File: config.mk
export PLATFORM = sky130hd
export DESIGN_NAME = websocket_frame_deframer_top
export DESIGN_NICKNAME = d
export VERILOG_FILES = /design/src/rtl/wsd_pkg.sv /design/src/rtl/wsd_front.sv /design/src/rtl/wsd_cmdq.sv /design/src/rtl/wsd_back.sv /design/src/rtl/websocket_frame_deframer_top.sv
export SDC_FILE = /design/constraint.sdc
export NUM_CORES = 1
export LEC_CHECK = 0
export ABC_AREA = 1
export BUFFER_PORTS_ARGS = -buffer_cell sky130_fd_sc_hd__buf_2
export CAP_MARGIN = 0
export CORE_UTILIZATION = 55
export DETAILED_ROUTE_END_ITERATION = 6
export PLACE_DENSITY_LB_ADDON = 0.12
export SYNTH_ARGS = -nofsm -noshare
export SYNTH_HDL_FRONTEND = slang
export SYNTH_SLANG_ARGS = --single-unit
File: constraint.sdc
create_clock -name i_clk -period 3.9 [get_ports i_clk]
set_input_delay 0.78 -clock i_clk [delete_from_list [all_inputs] [get_ports i_clk]]
set_output_delay 0.78 -clock i_clk [all_outputs]
set_load 0.02 [all_outputs]
File: src/rtl/wsd_pkg.sv
// Shared types and constants of the WebSocket frame deframer.
// No dependencies; imported by every module of the block.
package wsd_pkg;

    // Error codes carried on the result
    localparam logic [1:0] ERR_NONE     = 2'd0;
    localparam logic [1:0] ERR_OPCODE   = 2'd1;
    localparam logic [1:0] ERR_UNMASKED = 2'd2;

    // One incoming stream byte
    typedef struct packed {
        logic [7:0] stream_byte;
        logic       new_connection;
    } t_in_item;

    // One result
    typedef struct packed {
        logic [7:0] payload_byte;
        logic       has_byte;
        logic       final_fragment;
        logic [3:0] frame_opcode;
        logic       compressed_flag;
        logic       frame_end;
        logic [1:0] error_code;
    } t_result;

    // Classified work item from the parser to the output stage
    typedef struct packed {
        logic [7:0] data;
        logic [7:0] key;
        logic       has_byte;
        logic       fin;
        logic [3:0] opcode;
        logic       rsv1;
        logic       frame_end;
        logic [1:0] error_code;
    } t_cmd;

endpackage

File: src/rtl/wsd_front.sv
// Header parser: walks the frame phases one accepted byte per cycle; issues commands.
// Depends on wsd_pkg.
module wsd_front
    import wsd_pkg::*;
(
    input  logic     i_clk,
    input  logic     i_rst_n,
    input  logic     i_accept,
    input  t_in_item i_item,
    output logic     o_cmd_push,
    output t_cmd     o_cmd
);

    localparam logic [2:0] PH_HDR0    = 3'd0;
    localparam logic [2:0] PH_HDR1    = 3'd1;
    localparam logic [2:0] PH_EXTLEN  = 3'd2;
    localparam logic [2:0] PH_MASK    = 3'd3;
    localparam logic [2:0] PH_PAYLOAD = 3'd4;
    localparam logic [2:0] PH_ERROR   = 3'd5;

    localparam logic [6:0] LEN_EXT16 = 7'd126;
    localparam logic [6:0] LEN_EXT64 = 7'd127;

    localparam logic [3:0] OP_CONT   = 4'd0;
    localparam logic [3:0] OP_TEXT   = 4'd1;
    localparam logic [3:0] OP_BINARY = 4'd2;
    localparam logic [3:0] OP_CLOSE  = 4'd8;
    localparam logic [3:0] OP_PING   = 4'd9;
    localparam logic [3:0] OP_PONG   = 4'd10;

    logic [2:0]  r_phase,    n_phase,    e_phase;
    logic [3:0]  r_len_left, n_len_left, e_len_left;
    logic [63:0] r_remain,   n_remain,   e_remain;
    logic [31:0] r_key,      n_key,      e_key;
    logic [1:0]  r_pos,      n_pos,      e_pos;
    logic        r_fin,      n_fin,      e_fin;
    logic [3:0]  r_opcode,   n_opcode,   e_opcode;
    logic        r_rsv1,     n_rsv1,     e_rsv1;

    logic [7:0]  b;
    logic [6:0]  len7;
    logic [3:0]  hdr_op;
    logic        op_ok;

    assign b      = i_item.stream_byte;
    assign len7   = b[6:0];
    assign hdr_op = b[3:0];
    assign op_ok  = (hdr_op == OP_CONT) || (hdr_op == OP_TEXT) || (hdr_op == OP_BINARY) ||
                    (hdr_op == OP_CLOSE) || (hdr_op == OP_PING) || (hdr_op == OP_PONG);

    always_comb begin
        // new_connection restarts the parser before this byte is handled
        if (i_item.new_connection) begin
            e_phase    = PH_HDR0;
            e_len_left = '0;
            e_remain   = '0;
            e_key      = '0;
            e_pos      = '0;
            e_fin      = 1'b0;
            e_opcode   = '0;
            e_rsv1     = 1'b0;
        end else begin
            e_phase    = r_phase;
            e_len_left = r_len_left;
            e_remain   = r_remain;
            e_key      = r_key;
            e_pos      = r_pos;
            e_fin      = r_fin;
            e_opcode   = r_opcode;
            e_rsv1     = r_rsv1;
        end
    end

    always_comb begin
        n_phase    = r_phase;
        n_len_left = r_len_left;
        n_remain   = r_remain;
        n_key      = r_key;
        n_pos      = r_pos;
        n_fin      = r_fin;
        n_opcode   = r_opcode;
        n_rsv1     = r_rsv1;
        o_cmd_push = 1'b0;
        o_cmd      = '0;
        if (i_accept) begin
            n_phase    = e_phase;
            n_len_left = e_len_left;
            n_remain   = e_remain;
            n_key      = e_key;
            n_pos      = e_pos;
            n_fin      = e_fin;
            n_opcode   = e_opcode;
            n_rsv1     = e_rsv1;
            unique case (e_phase)
                PH_HDR1: begin
                    if (!b[7]) begin
                        n_phase          = PH_ERROR;
                        o_cmd_push       = 1'b1;
                        o_cmd.frame_end  = 1'b1;
                        o_cmd.error_code = ERR_UNMASKED;
                    end else begin
                        n_pos = '0;
                        n_key = '0;
                        if (len7 < LEN_EXT16) begin
                            n_remain = {57'd0, len7};
                            n_phase  = PH_MASK;
                        end else begin
                            n_remain   = '0;
                            n_len_left = (len7 == LEN_EXT64) ? 4'd8 : 4'd2;
                            n_phase    = PH_EXTLEN;
                        end
                    end
                end
                PH_EXTLEN: begin
                    n_remain   = {e_remain[55:0], b};
                    n_len_left = e_len_left - 4'd1;
                    if (n_len_left == 4'd0) begin
                        n_phase = PH_MASK;
                    end
                end
                PH_MASK: begin
                    n_key = {e_key[23:0], b};
                    n_pos = e_pos + 2'd1;
                    if (n_pos == 2'd0) begin
                        if (e_remain == 64'd0) begin
                            // empty payload: one closing result without a byte
                            n_phase         = PH_HDR0;
                            o_cmd_push      = 1'b1;
                            o_cmd.frame_end = 1'b1;
                        end else begin
                            n_phase = PH_PAYLOAD;
                        end
                    end
                end
                PH_PAYLOAD: begin
                    n_pos           = e_pos + 2'd1;
                    n_remain        = e_remain - 64'd1;
                    o_cmd_push      = 1'b1;
                    o_cmd.data      = b;
                    o_cmd.key       = e_key[{~e_pos, 3'b000} +: 8];
                    o_cmd.has_byte  = 1'b1;
                    o_cmd.frame_end = (n_remain == 64'd0);
                    if (n_remain == 64'd0) begin
                        n_phase = PH_HDR0;
                    end
                end
                PH_ERROR: begin
                    // bytes dropped until a new connection
                end
                default: begin
                    n_fin      = b[7];
                    n_rsv1     = b[6];
                    n_opcode   = hdr_op;
                    n_len_left = '0;
                    n_remain   = '0;
                    n_key      = '0;
                    n_pos      = '0;
                    if (!op_ok) begin
                        n_phase          = PH_ERROR;
                        o_cmd_push       = 1'b1;
                        o_cmd.frame_end  = 1'b1;
                        o_cmd.error_code = ERR_OPCODE;
                    end else begin
                        n_phase = PH_HDR1;
                    end
                end
            endcase
            o_cmd.fin    = n_fin;
            o_cmd.opcode = n_opcode;
            o_cmd.rsv1   = n_rsv1;
        end
    end

    always_ff @(posedge i_clk) begin
        if (!i_rst_n) begin
            r_phase    <= PH_HDR0;
            r_len_left <= '0;
            r_remain   <= '0;
            r_key      <= '0;
            r_pos      <= '0;
            r_fin      <= 1'b0;
            r_opcode   <= '0;
            r_rsv1     <= 1'b0;
        end else begin
            r_phase    <= n_phase;
            r_len_left <= n_len_left;
            r_remain   <= n_remain;
            r_key      <= n_key;
            r_pos      <= n_pos;
            r_fin      <= n_fin;
            r_opcode   <= n_opcode;
            r_rsv1     <= n_rsv1;
        end
    end

endmodule

File: src/rtl/wsd_cmdq.sv
// Short command queue between the parser and the output stage.
// Depends on wsd_pkg.
module wsd_cmdq
    import wsd_pkg::*;
#(
    parameter int DEPTH = 4
)
(
    input  logic i_clk,
    input  logic i_rst_n,
    input  logic i_push,
    input  t_cmd i_cmd,
    output logic o_full,
    input  logic i_pop,
    output logic o_empty,
    output t_cmd o_cmd
);

    localparam int AW = (DEPTH > 1) ? $clog2(DEPTH) : 1;
    localparam int CW = $clog2(DEPTH + 1);
    localparam logic [AW-1:0] LAST = AW'(DEPTH - 1);

    t_cmd          r_mem [DEPTH];
    logic [AW-1:0] r_wr, n_wr;
    logic [AW-1:0] r_rd, n_rd;
    logic [CW-1:0] r_cnt, n_cnt;
    logic          do_push, do_pop;

    assign o_full  = (r_cnt == CW'(DEPTH));
    assign o_empty = (r_cnt == '0);
    assign o_cmd   = r_mem[r_rd];
    assign do_push = i_push && !o_full;
    assign do_pop  = i_pop && !o_empty;

    always_comb begin
        n_wr  = r_wr;
        n_rd  = r_rd;
        n_cnt = r_cnt;
        if (do_push) begin
            n_wr = (r_wr == LAST) ? '0 : r_wr + 1'b1;
        end
        if (do_pop) begin
            n_rd = (r_rd == LAST) ? '0 : r_rd + 1'b1;
        end
        if (do_push && !do_pop) begin
            n_cnt = r_cnt + 1'b1;
        end else if (do_pop && !do_push) begin
            n_cnt = r_cnt - 1'b1;
        end
    end

    always_ff @(posedge i_clk) begin
        if (do_push) begin
            r_mem[r_wr] <= i_cmd;
        end
    end

    always_ff @(posedge i_clk) begin
        if (!i_rst_n) begin
            r_wr  <= '0;
            r_rd  <= '0;
            r_cnt <= '0;
        end else begin
            r_wr  <= n_wr;
            r_rd  <= n_rd;
            r_cnt <= n_cnt;
        end
    end

endmodule

File: src/rtl/wsd_back.sv
// Output stage: unmasks payload bytes and holds the result register.
// Depends on wsd_pkg.
module wsd_back
    import wsd_pkg::*;
(
    input  logic    i_clk,
    input  logic    i_rst_n,
    input  logic    i_cmd_empty,
    input  t_cmd    i_cmd,
    output logic    o_cmd_pop,
    input  logic    i_pop,
    output logic    o_valid,
    output t_result o_result
);

    logic    r_valid;
    t_result r_result, n_result;

    // refill whenever the register is free or is being drained this cycle
    assign o_cmd_pop = !i_cmd_empty && (!r_valid || i_pop);
    assign o_valid   = r_valid;
    assign o_result  = r_result;

    always_comb begin
        n_result.payload_byte    = i_cmd.data ^ i_cmd.key;
        n_result.has_byte        = i_cmd.has_byte;
        n_result.final_fragment  = i_cmd.fin;
        n_result.frame_opcode    = i_cmd.opcode;
        n_result.compressed_flag = i_cmd.rsv1;
        n_result.frame_end       = i_cmd.frame_end;
        n_result.error_code      = i_cmd.error_code;
    end

    always_ff @(posedge i_clk) begin
        if (o_cmd_pop) begin
            r_result <= n_result;
        end
    end

    always_ff @(posedge i_clk) begin
        if (!i_rst_n) begin
            r_valid <= 1'b0;
        end else if (o_cmd_pop) begin
            r_valid <= 1'b1;
        end else if (i_pop) begin
            r_valid <= 1'b0;
        end
    end

endmodule

File: src/rtl/websocket_frame_deframer_top.sv
// WebSocket frame deframer (client-to-server), one stream byte per transfer.
// Throughput: one byte per cycle while full is low; the header parser phase is registered.
// A result reaches the ports through the command queue and then the result register,
// and is taken there by a result transfer.
// Up to CMDQ_DEPTH + 1 results can wait while the consumer stalls before full rises.
// Reset: synchronous, active low; parser returns to frame start, queue and result empty.
module websocket_frame_deframer_top
    import wsd_pkg::*;
#(
    parameter int CMDQ_DEPTH = 4
)
(
    input  logic     i_clk,
    input  logic     i_rst_n,
    // input side: byte transfer when push && !full
    input  logic     push,
    output logic     full,
    input  t_in_item i_item,
    // result side: result transfer when pop && !empty
    output logic     empty,
    input  logic     pop,
    output t_result  o_result
);

    // Front: the header parser classifies each byte and issues at most one
    // command. Header bytes issue none; errors, empty frames and payload
    // bytes issue one each.
    logic accept;
    logic cmd_push;
    t_cmd cmd_in;

    // Queue between parser and output stage so each side stalls on its own.
    logic cmd_full;
    logic cmd_empty;
    logic cmd_pop;
    t_cmd cmd_out;

    logic res_valid;

    assign full   = cmd_full;
    assign accept = push && !cmd_full;
    assign empty  = !res_valid;

    wsd_front u_front (
        .i_clk      (i_clk),
        .i_rst_n    (i_rst_n),
        .i_accept   (accept),
        .i_item     (i_item),
        .o_cmd_push (cmd_push),
        .o_cmd      (cmd_in)
    );

    wsd_cmdq #(
        .DEPTH (CMDQ_DEPTH)
    ) u_cmdq (
        .i_clk   (i_clk),
        .i_rst_n (i_rst_n),
        .i_push  (cmd_push),
        .i_cmd   (cmd_in),
        .o_full  (cmd_full),
        .i_pop   (cmd_pop),
        .o_empty (cmd_empty),
        .o_cmd   (cmd_out)
    );

    // Back: XOR unmasking into the result register, refilled in the same
    // cycle a result transfer drains it.
    wsd_back u_back (
        .i_clk       (i_clk),
        .i_rst_n     (i_rst_n),
        .i_cmd_empty (cmd_empty),
        .i_cmd       (cmd_out),
        .o_cmd_pop   (cmd_pop),
        .i_pop       (pop),
        .o_valid     (res_valid),
        .o_result    (o_result)
    );

`ifndef SYNTH
    // Parser never issues a command without a byte transfer.
    a_push_needs_accept: assert property (@(posedge i_clk) disable iff (!i_rst_n)
        cmd_push |-> accept)
        else $error("command issued without a byte transfer");

    // A result without a byte always closes the frame and carries a zero byte.
    a_nobyte_closes: assert property (@(posedge i_clk) disable iff (!i_rst_n)
        (!empty && !o_result.has_byte) |-> (o_result.frame_end &&
                                            o_result.payload_byte == 8'd0))
        else $error("byteless result not closing its frame");

    // Error results never carry a payload byte.
    a_err_nobyte: assert property (@(posedge i_clk) disable iff (!i_rst_n)
        (!empty && o_result.error_code != ERR_NONE) |-> !o_result.has_byte)
        else $error("error result carries a byte");

    // A command popped from the queue is visible as a result next cycle.
    a_pop_to_result: assert property (@(posedge i_clk) disable iff (!i_rst_n)
        cmd_pop |=> !empty)
        else $error("popped command did not reach the result register");
`endif

endmodule

==> results of run 1 <==
## registers in the layout, indices dropped and copies added, names as in the netlist, named ones only
signal              flops
u_front.r_len_left      4
u_back.o_valid          1
u_front.r_rsv1          1
u_front.r_pos           2
u_front.r_phase         3
u_front.r_opcode        4
u_front.r_remain       64
u_cmdq.r_wr             2
u_cmdq.r_cnt            3
u_cmdq.r_mem          104
u_back.o_result        18
u_front.r_fin           1
u_cmdq.r_rd             2
u_front.r_key          32
## worst min-delay path: cells and delay by family (launching register included)
family	cells	cell delay [ps]
AND/OR/NAND/NOR	1	60
flip-flops	1	300
AO/OA/AOI/OAI	1	50
## power by group
| group | internal, mW | switching, mW | total (mW) |
|---|---|---|---|
| Sequential | 3.04 | 0.112 | 3.15 |
| Clock | 1.35 | 1.02 | 2.37 |
| Combinational | 0.659 | 1.57 | 2.23 |
## cells in the final DEF (no fill, tap or decap), types with 6 or more instances in the layout
cell / synthesis / routed
buf_2: 13 / 32
nor2_4: 9 / 12
a21oi_1: 178 / 177
clkinv_2: 0 / 7
o22ai_1: 115 / 115
nand2_1: 465 / 464
dfxtp_1: 121 / 121
ha_1: 11 / 11
nor2_1: 203 / 196
o21ai_0: 171 / 171
nor2_2: 17 / 21
inv_1: 120 / 118
nand3b_1: 9 / 9
o221ai_1: 8 / 8
o31ai_1: 6 / 6
o21ai_2: 17 / 17
buf_4: 0 / 47
nand3_1: 59 / 59
edfxtp_1: 122 / 122
clkbuf_16: 0 / 26
o21ai_1: 9 / 9
buf_12: 0 / 6
nand2_2: 22 / 23
xor2_1: 9 / 9
clkinv_1: 1 / 8
nor3_1: 14 / 14
## stage by stage
step	power (mW)	hold WS (ps)	instances	cell area [um^2]	setup TNS [ps]
global placement	5.375	451.8	2134	14260	0
CTS	7.782	464.6	2182	15080	0
floorplan	4.726	445.3	1825	13640	-18170
detailed placement	5.420	455.1	2134	14260	0
global route	8.146	474.9	2182	15080	0
finish	7.759	463.0	2183	15080	0
## per-layer routing
metal | up-vias | wire (um) | global-route usage
met5 | - | 0 | 0
met2 | 521 | 17430 | 0.4756
met1 | 5909 | 17080 | 0.4214
met4 | 0 | 1271 | 0.1088
met3 | 88 | 2919 | 0.03985
li1 | 6250 | - | -
## path summary, 6_finish.rpt
path	start	endpoint	slack, ps	depth (start not counted)
setup reg to reg	u_front.r_remain[20]	u_cmdq.r_cnt[2]	920	16
hold reg to reg	u_front.r_key[27]	u_front.r_key[27]	460	2
setup / recovery	i_item[0]	u_cmdq.r_mem[3][2]	680	18
hold / removal	u_front.r_key[27]	u_front.r_key[27]	460	2
## area by class of cell
cell class	count	area [um^2]	share of cell area
antenna	1	2.502	0.0001659
clock buffer	29	661.9	0.04388
clock inverter	19	156.4	0.01037
inverter	127	485.5	0.03218
multi-input combinational	1355	6654	0.4411
sequential	243	6086	0.4034
tap	324	405.4	0.02687
timing repair buffer	85	633.1	0.04197
## logic make-up (layout without fill, tap and decap cells)
family          count (synthesis)  after routing  synth area share
fa+ha+maj                      12             12           0.01156
xor+xnor                       11             11          0.007063
simple gates                  816            816            0.2530
buf+inv                       227            260           0.06889
other cells                     0              1                 0
compound gates                516            516            0.2134
flops                         243            243            0.4462
==> flow_summary_export.csv, run 1 <==
group,metric,value,unit
clock_tree,cts-resized-gates,0,
critical_path,start_kind,"input port",
critical_path,cp_num_buf_inv,5,
synth,synthCells,1825,
power,peakVddDrop,0.5370,mV
timing,fin_crit,3219,ps
place,dp_hpwl,26.61,mm
timing,tightest_slew,830.3,ps
power,leakagePower,6.216,nW
routing,first_iter_violations,1299,
synth,synth_area_leaders,"edfxtp_1, dfxtp_1, nand2_1",
final_layout,area_growth,10.59,%
worst_hold_path,hold_class,"reg2reg",
final_layout,fin_nets,1863,
critical_path,worstPathMaxFanout,34,
power,p_per_area,514.3,nW/um^2
timing,slew_viol_final,0,
floorplanning,io_pins,33,
floorplanning,fp-row-count,57,
synth,ys_async_sr_fraction,0,
clock_tree,post_cts_buffers,0,
clock_tree,numCtsBuffers,26,
final_layout,fillers,2212,
clock_tree,worstSkewPairLatency,550,ps
timing,skew,20.78,ps
critical_path,arrival,3550,ps
synth,synth_area,13640,um^2
routing,vias,12770,
place,place_congestion,0.9844,
run,cap_violations,0,
synth,synth_seq_cells,243,
timing,rsz0062_at_grt,"no",
clock_tree,hold_buffers,0,
timing,fmax,0.3107,GHz
timing,relSlewSlack,0.4465,
synth,yosysSeqAreaShare,0.4462,
routing,wl_per_cell,17.73,um
synth,synth_enable_flop_cells,122,
critical_path,crit_top_cell,"nand2_1",
floorplanning,start_util,0.5609,
routing,drc,0,
global_routing,antenna_found_initial,0,
clock_tree,cts.path.max_buffers,3,
synth,synth_most_common_cell,"nand2_1",
synth,ys_types,43,
global_routing,track_usage,0.3005,
run_status,status,"complete, no violations",
timing,finalSetupViolCount,0,
synth,yosysTopAreaCell,"edfxtp_1",
place,place_ws,221.9,ps
synth,synth_top_area_frac,0.2686,
routing,drt_pass1_iterations,6,
global_routing,overflow,0,
global_routing,grt_pass1_vias,11430,
clock_tree,htree_levels,1,
critical_path,required,4230,ps
final_layout,postLayoutCoreUtil,0.6203,
final_layout,layout-drive-gt1-share,0.1200,
routing,drt_wl_total,38.71,mm
synth,synth_common_cells,"nand2_1, nor2_1, a21oi_1",
critical_path,crit_path_top_delay_cell,"nand3_1",
place,port_buffers,32,
synth,ys_warn_count,0,
critical_path,endpoint_kind,"register",
synth,synth.net_count,1850,
clock_tree,clk_pin_slew,60,ps
critical_path,worstSetupPathType,"in2reg",
floorplanning,die_h,159.5,um
routing,ant_nets,0,
timing,fin_ws,681.2,ps
clock_tree,cts-root-buf,"clkbuf_16",
critical_path,worst_path_largest_cell_delay,300,ps
clock_tree,cts_tree,"done",
global_routing,grt_pass1_wl,61.38,mm
clock_tree,clock_sinks,243,
floorplanning,core-area,24320,um^2
critical_path,critical-path-top-delay-family,"simple AND/OR/NAND/NOR gates",
synth,syn_avg_cell_area,7.474,um^2
synth,ys.flop_type,"edfxtp_1",
floorplanning,dieArea,25440,um^2
floorplanning,die_w,159.5,um
global_routing,grt_max_degree,77,
timing,finalCritPeriodShare,0.8253,
critical_path,crit_chain,"buf_2 > inv_6 > buf_4 > buf_4 > o21ai_0 > nand2_1 > nor2_2 > nand3_1 > inv_1 > nand2_1 > nand2_1 > nand2_1 > nand2_1 > nor2_1 > nand2_1 > nor2_1 > nand3_2 > a21oi_1",
routing,via_per_inst,5.849,
timing,hold_viol,0,
(Power assumes the default switching activity.)
==> run 2, diff against run 1 <==
--- a/config.mk
+++ b/config.mk
@@ -5,7 +5,7 @@
 export SDC_FILE = /design/constraint.sdc
 export NUM_CORES = 1
 export LEC_CHECK = 0
-export ABC_AREA = 1
+export ABC_AREA = 0
 export BUFFER_PORTS_ARGS = -buffer_cell sky130_fd_sc_hd__buf_2
 export CAP_MARGIN = 0
 export CORE_UTILIZATION = 55
==> constraint.sdc (replaced) <==
create_clock -name i_clk -period 2.74 [get_ports i_clk]
set_input_delay 0.548 -clock i_clk [delete_from_list [all_inputs] [get_ports i_clk]]
set_output_delay 0.548 -clock i_clk [all_outputs]
set_load 0.02 [all_outputs]
==> flow_summary_export.csv, run 2 <==
group,metric,value,unit
timing,fmax,0.2962,GHz
synth,ys_warn_count,0,
final_layout,layout-drive-gt1-share,0.3132,
global_routing,overflow,0,
final_layout,area_growth,31.13,%
power,p_per_area,789.2,nW/um^2
final_layout,regMostFlops,"u_cmdq.r_mem",
critical_path,worstSetupPathType,"reg2reg",
global_routing,grt_max_degree,41,
timing,relSlewSlack,0.6323,
timing,finalCritPeriodShare,1.232,
synth,ys.flop_type,"edfxtp_1",
final_layout,layout_commonest_cell,"buf_4",
critical_path,ff2ff_path_depth,13,
final_layout,fin_nets,1525,
timing,tightest_slew,547.3,ps
routing,ant_nets,0,
timing,rsz0062_at_grt,"yes",
timing,fin_crit,3376,ps
synth,synth_seq_cells,243,
critical_path,reg2reg_slack,-640,ps
clock_tree,cts.path.max_buffers,3,
run_status,status,"finished with violations",
floorplanning,start_util,0.5647,
place,place_ws,-716.3,ps
timing,fin_ws,-636.0,ps
power,leakagePower,6.067,nW
synth,ys_async_sr_fraction,0,
run_status,violations,"design-rule violations, negative setup slack",
clock_tree,numCtsBuffers,26,
synth,yosysTopAreaCell,"edfxtp_1",
synth,synth_area,12400,um^2
power,intPower,8.616,mW
floorplanning,die_h,152.2,um
timing,skew,23.34,ps
power,switchingPower,4.217,mW
power,pwr-share-clk,0.273,
clock_tree,cts_tree,"done",
place,place_congestion,1.048,
floorplanning,core-area,21960,um^2
global_routing,antenna_found_initial,0,
floorplanning,fp-row-count,54,
routing,vias,11090,
floorplanning,dieArea,23150,um^2
synth,ys_types,72,
global_routing,grt_pass1_wl,60.36,mm
synth,synthCells,1250,
clock_tree,htree_levels,1,
critical_path,endpoint_kind,"register",
synth,synth_area_leaders,"edfxtp_1, dfxtp_1, mux4_2",
critical_path,worstPathMaxFanout,2,
critical_path,required,3210,ps
floorplanning,io_pins,33,
critical_path,crit_chain,"or4_4 > or4_4 > nor3_4 > nand3_2 > a21boi_2 > a21oi_2 > nor2_4 > ha_4 > inv_2 > fa_2 > xor2_1 > or3_1 > a21oi_1",
synth,yosysSeqAreaShare,0.4908,
timing,hold_viol,0,
power,p_comb_frac,0.380,
critical_path,crit_path_top_delay_cell,"or4_4",
clock_tree,cts-root-buf,"clkbuf_16",
synth,synth_most_common_cell,"edfxtp_1",
run,cap_violations,0,
routing,drt_pass1_iterations,7,
routing,first_iter_violations,977,
final_layout,largest_reg_flops,104,
critical_path,start_kind,"register",
synth,synth_top_area_frac,0.2954,
clock_tree,worstSkewPairLatency,550,ps
clock_tree,clock_sinks,243,
place,dp_hpwl,26.52,mm
final_layout,postLayoutCoreUtil,0.7405,
routing,wl_per_cell,21.36,um
critical_path,crit_top_cell,"or4_4",
critical_path,arrival,3840,ps
global_routing,grt_pass1_vias,11080,
clock_tree,clk_pin_slew,60,ps
synth,syn_avg_cell_area,9.921,um^2
floorplanning,die_w,152.2,um
routing,drc,5,
final_layout,fillers,1626,
worst_hold_path,hold_depth,4,
synth,synth_common_cells,"edfxtp_1, dfxtp_1, nor2_1",
routing,drt_wl_total,38.44,mm
critical_path,crit_start,"u_front.r_remain[24]",
critical_path,r2r_start,"u_front.r_remain[24]",
timing,finalSetupViolCount,116,
critical_path,r2r_end,"u_cmdq.r_cnt[2]",
final_layout,largestRegisters,"u_cmdq.r_mem: 104 flops, u_front.r_remain: 64 flops, u_front.r_key: 32 flops",
power,switching_share,0.3286,
global_routing,track_usage,0.3331,
synth,synth.net_count,1275,
final_layout,layout_common_cells,"buf_4, edfxtp_1, dfxtp_1, nand2_1, nor2_1",
critical_path,worst_path_largest_cell_delay,560,ps
critical_path,crit_path_end,"u_cmdq.r_cnt[2]",
routing,via_per_inst,6.163,
place,port_buffers,32,
timing,worst_hold_slack,291.9,ps
power,seqPwrFrac,0.347,
worst_hold_path,hold_class,"in2reg",
power,peakVddDrop,0.5532,mV
timing,slew_viol_final,0,
final_layout,diodes,0,
synth,synth_enable_flop_cells,122,
## run 2: cell types whose count changed in the layout (fill, tap and decap cells not counted), sizes merged, moves of 26 or more
cell,before,now
buf,85,318
nand2,492,90
xor2,9,41
a21oi,178,86
nand3,61,21
nor2b,0,61
nor2,230,91
nor4,2,41
and2,0,45
a22oi,0,69
o21ai,201,92
o22ai,115,5
mux4,0,26
inv,125,24
## run 2: kinds of logic after synthesis
family	synth area share
AND/OR/NAND/NOR	0.1944
AO/OA/AOI/OAI	0.1745
flip-flops	0.4908
buffers and inverters	0.03854
XOR/XNOR	0.03531
multiplexers	0.05378
adder cells (fa/ha/maj)	0.01271
## run 2: per-layer routing
metal / up-vias / GRT usage / share of wire
li1: 5175 / - / -
met2: 519 / 0.5673 / 0.49
met1: 5284 / 0.4095 / 0.39
met5: - / 0 / 0
met4: 0 / 0.1735 / 0.049
met3: 115 / 0.05319 / 0.071
## run 2: worst max-delay path: cells and delay by family (launching register included)
| family | cells | cell delay (ps) |
|---|---|---|
| simple gates | 6 | 1870 |
| fa+ha+maj | 2 | 490 |
| compound gates | 3 | 450 |
| flops | 1 | 300 |
| xor+xnor | 1 | 150 |
| buf+inv | 1 | 30 |
## run 2: final cells by class
class | count | area [um^2] | area share
Inverter | 23 | 86.33 | 0.005309
Sequential cell | 243 | 6092 | 0.3747
Tap cell | 280 | 350.3 | 0.02155
Clock inverter | 16 | 171.4 | 0.01054
Timing Repair Buffer | 322 | 2608 | 0.1604
Multi-Input combinational cell | 884 | 6270 | 0.3856
Clock buffer | 32 | 683.2 | 0.04201
## run 2: how the worst min path moves through the flow
stage | endpoint | startpoint | slack, ps
after detailed placement | u_front.r_rsv1 | u_front.r_rsv1 | 450
final | u_back.o_valid | pop | 290
after CTS | u_back.o_valid | pop | 280
after global placement | u_front.r_opcode[3] | u_front.r_opcode[3] | 440
after global routing | u_back.o_valid | pop | 360
after floorplan | u_front.r_fin | u_front.r_fin | 430
## run 2: timing repair
action                     4_1_cts  5_1_grt
pin swaps                       18       19
gates cloned                     4        0
buffers inserted                 3       14
setup endpoints to repair      123      131
hold buffers                     0        0
resized for setup               34       58
## run 2: metrics by stage
step,power [mW],TNS (ps),std cells,cell area (um^2)
after floorplan,6.899,-37620,1250,12490
after global placement,8.796,-43390,1732,14750
after detailed placement,8.848,-47610,1732,14750
after CTS,12.56,-39030,1787,15920
after global routing,13.35,-51100,1800,16260
final,12.83,-40950,1800,16260
## run 2: power by group through the flow
stage / Clock (mW) / Sequential (mW) / Combinational (mW)
floorplan: 0 / 4.69 / 2.21
global placement: 0 / 4.51 / 4.29
detailed placement: 0 / 4.52 / 4.33
CTS: 3.55 / 4.45 / 4.56
global route: 3.69 / 4.49 / 5.18
finish: 3.50 / 4.46 / 4.88
